==> src/design/sfrg_pkg.sv <==
package sfrg_pkg;

    localparam int unsigned VALUE_W    = 32;
    localparam int unsigned OUT_W      = 31;
    localparam int unsigned BYTE_W     = 8;
    localparam int unsigned FACTOR_W   = 7;
    localparam int unsigned RAD_W      = 40;
    localparam int unsigned ROOT_STEPS = RAD_W / 2 + VALUE_W;
    localparam int unsigned ROOT_W     = ROOT_STEPS;
    localparam int unsigned REM_W      = ROOT_W + 2;
    localparam int unsigned CNT_W      = $clog2(ROOT_STEPS);

    localparam logic [FACTOR_W-1:0] ROOT_FACTOR  = FACTOR_W'(100);
    localparam logic [VALUE_W-1:0]  RESTORE_CODE = VALUE_W'(1);
    localparam logic [CNT_W-1:0]    LAST_STEP    = CNT_W'(ROOT_STEPS - 1);

    typedef enum logic [2:0] {
        S_IDLE  = 3'b001,
        S_ROOT  = 3'b010,
        S_SCALE = 3'b100
    } t_state;

endpackage

==> src/design/sqrt_fraction_random_generator.sv <==
// A load transaction (mode 0) gives no result. A next transaction (mode 1) stalls the input
// until it is done: on accept the state, or the time seed if the state is zero, is multiplied
// by 100; the bit-serial square-root unit shifts in one radicand bit pair and settles one root
// bit per cycle; the scale step waits for the output to be free, then scales the 32-bit
// fraction by 2147483647 into the output register. The result waits in that register while
// the output is stalled, and a new input transaction may be taken meanwhile.
module sqrt_fraction_random_generator
    import sfrg_pkg::*;
(
    input  logic              i_clk,
    input  logic              i_rst_n,
    input  logic              i_in_valid,
    output logic              o_in_stall,
    input  logic              i_mode,
    input  logic [VALUE_W-1:0] i_seed_value,
    input  logic [VALUE_W-1:0] i_time_seed,
    output logic              o_out_valid,
    input  logic              i_out_stall,
    output logic [OUT_W-1:0]  o_random_value,
    output logic [BYTE_W-1:0] o_random_byte
);

    t_state             r_state, n_state;
    logic [CNT_W-1:0]   r_cnt, n_cnt;
    logic               r_out_valid, n_out_valid;
    logic [VALUE_W-1:0] r_cur, n_cur;
    logic [VALUE_W-1:0] r_saved, n_saved;
    logic [RAD_W-1:0]   r_rad;
    logic [ROOT_W-1:0]  r_root;
    logic [REM_W-1:0]   r_rem;
    logic [OUT_W-1:0]   r_value;

    logic               w_accept;
    logic               w_do_load;
    logic [VALUE_W-1:0] w_seed;
    logic [VALUE_W-1:0] w_loaded_cur;
    logic [RAD_W-2:0]   w_rad;
    logic [REM_W+1:0]   w_rem_sh;
    logic [REM_W+1:0]   w_trial;
    logic [REM_W+1:0]   w_diff;
    logic               w_ge;
    logic               w_out_free;
    logic [2*VALUE_W-2:0] w_scaled;

    assign o_in_stall  = (r_state != S_IDLE);
    assign w_accept    = i_in_valid && !o_in_stall;
    assign w_out_free  = !r_out_valid || !i_out_stall;
    assign o_out_valid = r_out_valid;
    assign o_random_value = r_value;
    assign o_random_byte  = r_value[BYTE_W-1:0];

    assign w_seed    = i_mode ? i_time_seed : i_seed_value;
    assign w_do_load = !i_mode || (r_cur == '0);
    assign w_loaded_cur = (w_seed == RESTORE_CODE && r_saved != '0) ? r_saved : w_seed;
    assign w_rad = {{FACTOR_W{1'b0}}, n_cur} * {{VALUE_W{1'b0}}, ROOT_FACTOR};

    assign w_rem_sh = {r_rem, r_rad[RAD_W-1 -: 2]};
    assign w_trial  = {2'b00, r_root, 2'b01};
    assign w_ge     = (w_rem_sh >= w_trial);
    assign w_diff   = w_rem_sh - w_trial;

    assign w_scaled = {r_root[VALUE_W-1:0], {(VALUE_W-1){1'b0}}}
                    - {{(VALUE_W-1){1'b0}}, r_root[VALUE_W-1:0]};

    always_comb begin
        n_state     = r_state;
        n_cnt       = r_cnt;
        n_out_valid = r_out_valid;
        n_cur       = r_cur;
        n_saved     = r_saved;
        if (r_out_valid && !i_out_stall) begin
            n_out_valid = 1'b0;
        end
        unique case (r_state)
            S_IDLE: begin
                if (w_accept) begin
                    if (w_do_load) begin
                        n_cur = w_loaded_cur;
                        if (!(w_seed == RESTORE_CODE && r_saved != '0)) begin
                            n_saved = w_seed;
                        end
                    end
                    if (i_mode) begin
                        n_state = S_ROOT;
                        n_cnt   = '0;
                    end
                end
            end
            S_ROOT: begin
                n_cnt = r_cnt + CNT_W'(1);
                if (r_cnt == LAST_STEP) begin
                    n_state = S_SCALE;
                end
            end
            S_SCALE: begin
                if (w_out_free) begin
                    n_out_valid = 1'b1;
                    n_cur       = {1'b0, w_scaled[2*VALUE_W-2:VALUE_W]};
                    n_state     = S_IDLE;
                end
            end
            default: begin
                n_state = S_IDLE;
            end
        endcase
    end

    always_ff @(posedge i_clk) begin
        if (!i_rst_n) begin
            r_state     <= S_IDLE;
            r_cnt       <= '0;
            r_out_valid <= 1'b0;
            r_cur       <= '0;
            r_saved     <= '0;
        end else begin
            r_state     <= n_state;
            r_cnt       <= n_cnt;
            r_out_valid <= n_out_valid;
            r_cur       <= n_cur;
            r_saved     <= n_saved;
        end
    end

    always_ff @(posedge i_clk) begin
        if (r_state == S_IDLE && w_accept && i_mode) begin
            r_rad  <= {1'b0, w_rad};
            r_root <= '0;
            r_rem  <= '0;
        end else if (r_state == S_ROOT) begin
            r_rad  <= {r_rad[RAD_W-3:0], 2'b00};
            r_root <= {r_root[ROOT_W-2:0], w_ge};
            r_rem  <= w_ge ? w_diff[REM_W-1:0] : w_rem_sh[REM_W-1:0];
        end
        if (r_state == S_SCALE && w_out_free) begin
            r_value <= w_scaled[2*VALUE_W-2:VALUE_W];
        end
    end

`ifndef NO_ASSERTIONS
    a_next_starts_root: assert property (@(posedge i_clk) disable iff (!i_rst_n)
        (r_state == S_IDLE && w_accept && i_mode) |=> (r_state == S_ROOT && r_cnt == '0))
        else $error("Next transaction did not start the root unit.");

    a_result_from_scale: assert property (@(posedge i_clk) disable iff (!i_rst_n)
        $rose(o_out_valid) |-> $past(r_state == S_SCALE))
        else $error("Result appeared outside the scale step.");

    a_rem_bound: assert property (@(posedge i_clk) disable iff (!i_rst_n)
        (r_state == S_ROOT || r_state == S_SCALE) |-> (r_rem <= {1'b0, r_root, 1'b0}))
        else $error("Root remainder exceeds twice the partial root.");

    a_state_matches_out: assert property (@(posedge i_clk) disable iff (!i_rst_n)
        (r_state == S_SCALE && w_out_free)
            |=> (r_cur == {1'b0, o_random_value} && o_out_valid))
        else $error("Stored value differs from the delivered result.");
`endif

endmodule

==> config.mk <==
export PLATFORM = sky130hd
export DESIGN_NAME = sqrt_fraction_random_generator
export DESIGN_NICKNAME = d
export VERILOG_FILES = /design/src/design/sfrg_pkg.sv /design/src/design/sqrt_fraction_random_generator.sv
export SDC_FILE = /design/constraint.sdc
export NUM_CORES = 1
export LEC_CHECK = 0
export ABC_AREA = 1
export CAP_MARGIN = 20
export CORE_MARGIN = 1.5
export CORE_UTILIZATION = 60
export DETAILED_ROUTE_END_ITERATION = 6
export DONT_BUFFER_PORTS = 1
export PLACE_DENSITY_LB_ADDON = 0.08
export SYNTH_ARGS = -nofsm -noshare
export SYNTH_HDL_FRONTEND = slang
export SYNTH_SLANG_ARGS = --single-unit
==> constraint.sdc <==
create_clock -name i_clk -period 5.5 [get_ports i_clk]
set_input_delay 1.1 -clock i_clk [delete_from_list [all_inputs] [get_ports i_clk]]
set_output_delay 1.1 -clock i_clk [all_outputs]
set_load 0.02 [all_outputs]
==> results.md <==
* Largest family of logic cells by synthesized area: simple AND/OR/NAND/NOR gates
* Crit. End Element: register
* Final Max Slew Viols at 0
* CTS hold repair buffers at 0
* Synth Area in Compound Gates at 8.08%
* Post-route ant nets at 0
* Number of synthesized flops with an enable pin at 68
* Outcome: completed
* Fraction of the yosys area taken by sequential cells at 27.2%
* Synthesized cell area at 20800 um2
* Final net count at 3781
* Critical Path Source: r_root[2]
* Max Cap Viol at 0
* Finished Layout Cells at 3999
* Pin count of the biggest net entering global routing at 64
* Crit path largest cell delay at 0.47 ns
* Worst Hold Class: register to register
* Crit path arrival time at 5.60 ns
* DR pass1 iterations at 7
* Tot GR Track Use at 39.2%
* Clk sink count at 249
* Antenna Diode Count at 0
* Initial antenna violation count at 1
* R2r worst-path depth at 25
* Cell variety after synth at 42
* Final Hold Viols at 0
* Share of layout cells above drive strength 1 at 8.96%
* WP data required at 5.81 ns
* Hold EP: r_saved[2]
* Worst setup margin at 0.208 ns
* Global-route wire length before repair at 112000 um
* Area growth, synth to finish at 13.5%
* Hold Startpoint: r_saved[2]
* Reg area at 5670 um2
* Via Count at 22.6k
* Clock transition at the registers of the reported paths at 0.06 ns
* Setup Crit Path Kind: register to register
* Xor/xnor cell area share of the yosys netlist at 1.64%
* Synth cell count leaders: 1224 x nand2_1, 550 x inv_1, 331 x nor2_1, 253 x nand3_1, 181 x dfxtp_1
* Post-Place Cells at 3942
* Vias in the first global route at 22.1k
* Core Area at 33800 um2
* Buffers on Ports at 0
* DRC at 0
* Clock buffer depth at 3
* Setup slack after placement at -0.410 ns
* R2r setup slk at 0.21 ns
* Ys Warns at 0
* Post-DP HPWL at 55900 um
* # rows at 67
* Post-Synth Adder-Cell Area at 12.0%
* Fill cells at 2920
* Die W at 189 um
* Reg-to-reg critical path startpoint: r_root[2]
* Setup violators final at 0
* Synth Flop Type: dfxtp_1
* Worst-skew pair later-pin latency at 0.58 ns
* Die Area at 35800 um2
* DR iter-0 viols at 2116
* Multi-input gate area at 12600 um2
* Vias per inst at 5.65
* Ranking of synthesized cells by area: nand2_1 22%, dfxtp_1 17%, inv_1 9.9%, edfxtp_1 9.8%, ha_1 9.4%
* Worst reg2reg endpoint: r_rad[24]
* Most frequent CP cell: nand2_1
* Synthesized instance count at 3369
* Die extent in y at 189 um
* Max_slew headroom at 37.5%
* CTS root buf: clkbuf_16
* CP max FO at 6
* Mapped Avg Cell Area at 6.17 um2
* Fmax at 0.189 GHz
* WHS Path Cells at 2
* Crit path launch type: register
* Total wire length at 70400 um
* Worst slew pin tran at 0.928 ns
* Setup Skew at 0.0291 ns
* Tcrit/Tclk final at 96.2%
* Crit-path slowest cell: fa_1
* #FFs+latches synth at 249
* Syn_nets at 3621
* Number of buffers created by CTS at 28
* WL/cell at 17.6 um
* Top Ports at 110
* Largest delay contributor family on the critical path: simple AND/OR/NAND/NOR gates
* Worst Path Buf+Inv at 3
* Overflow after GRT at 0
* Most numerous cell in the Yosys netlist: nand2_1
* Mux share of post-synthesis cell area at 0%
* CTS H-Tree Depth at 1
* Initial cell density of the core at 61.5%
* Placer Congestion at 1.07
* Final min period at 5.29 ns
* Synth Area in Simple Gates at 38.7%
* Post-synth ARST share at 0%
* CTS tree: done
* Top cell type's share of synthesized area at 22.1%
* Synth area leader: nand2_1
[metrics by stage]
stage	cell area (um2)	util [%]	setup TNS, ns	hold WS [ns]
3_5_place_dp	22600	66.9	-5.23	0.455
5_1_grt	23600	69.9	-0.0901	0.492
3_3_place_gp	22600	66.9	-2.42	0.447
2_1_floorplan	20800	-	0	0.422
4_1_cts	23500	69.6	0	0.465
6_report	23600	69.9	0	0.468
[worst reg2reg max path: stages (launching register included)]
cell and delay, ns:
dfxtp_1 0.33, inv_1 0.23, nand2_1 0.19, nor2_1 0.16, nand2_1 0.14, nor2_1 0.17, nand4_1 0.13, buf_4 0.18
buf_4 0.13, nand2_1 0.07, nand2_1 0.14, nand2_1 0.16, nand3_1 0.16, ha_1 0.34, ha_1 0.33, fa_1 0.47
ha_1 0.36, a21oi_1 0.25, o21ai_0 0.18, a21oi_1 0.17, nand2_1 0.18, nand2_1 0.10, nand2_1 0.06, or2_2 0.28
nand3_1 0.07, nand2_1 0.05
[worst max path at each step]
stage	depth (start not counted)	endpoint	slack [ns]
after floorplan	20	r_rad[23]	0.01
after global placement	28	r_rad[30]	-0.34
after detailed placement	28	r_rad[30]	-0.41
after CTS	27	r_rad[30]	0.08
after global routing	25	r_rad[24]	-0.04
final	25	r_rad[24]	0.21
[state kept, by name, summed over array words and instances (netlist names)]
| register | flops |
|---|---|
| r_root | 52 |
| o_random_value | 31 |
| o_out_valid | 1 |
| r_cnt | 6 |
| r_cur | 32 |
| r_rem | 54 |
| r_rad | 38 |
| r_saved | 32 |
| r_state | 3 |
[layout by cell type, fill, tap and decap left out, types with 29 or more instances in the layout]
cell / instances
o21ai_0: 76
nor2_1: 326
inv_1: 548
edfxtp_1: 68
nand4_1: 64
dfxtp_1: 181
clkbuf_16: 29
buf_4: 212
nand3_1: 250
nand2_1: 1224
xnor2_1: 30
a21oi_1: 126
o22ai_1: 51
ha_1: 156
[cells by family after synthesis]
group	Yosys count
AO/OA/AOI/OAI	306
AND/OR/NAND/NOR	1948
adder cells (fa/ha/maj)	183
buffers and inverters	644
flip-flops	249
XOR/XNOR	39
[routing by layer]
metal  GRT usage [%]  vias to the layer above  part of all wire (%)  wire [um]
met4            19.3                        0                   5.1       3610
met5               0                        -                     0          0
met3            6.36                      235                   8.1       5700
met1            45.8                    10404                    39      27200
li1                -                    10922                     -          -
met2            69.7                     1028                    48      33800
[timing repair]
action	CTS	global route
buffers inserted	0	5
endpoints found under the setup margin	0	20
resized for setup	0	15
[final cells by class]
class	count	share of cell area, %
multi-input combinational	2476	53.4
sequential	249	24.0
inverter	555	8.85
timing repair buffer	219	7.34
clock buffer	35	3.22
tap	448	2.37
clock inverter	17	0.784
Power is left out: the tool's default activity adds up to more than one toggle a clock period on the data nets, which glitch-free logic cannot reach.
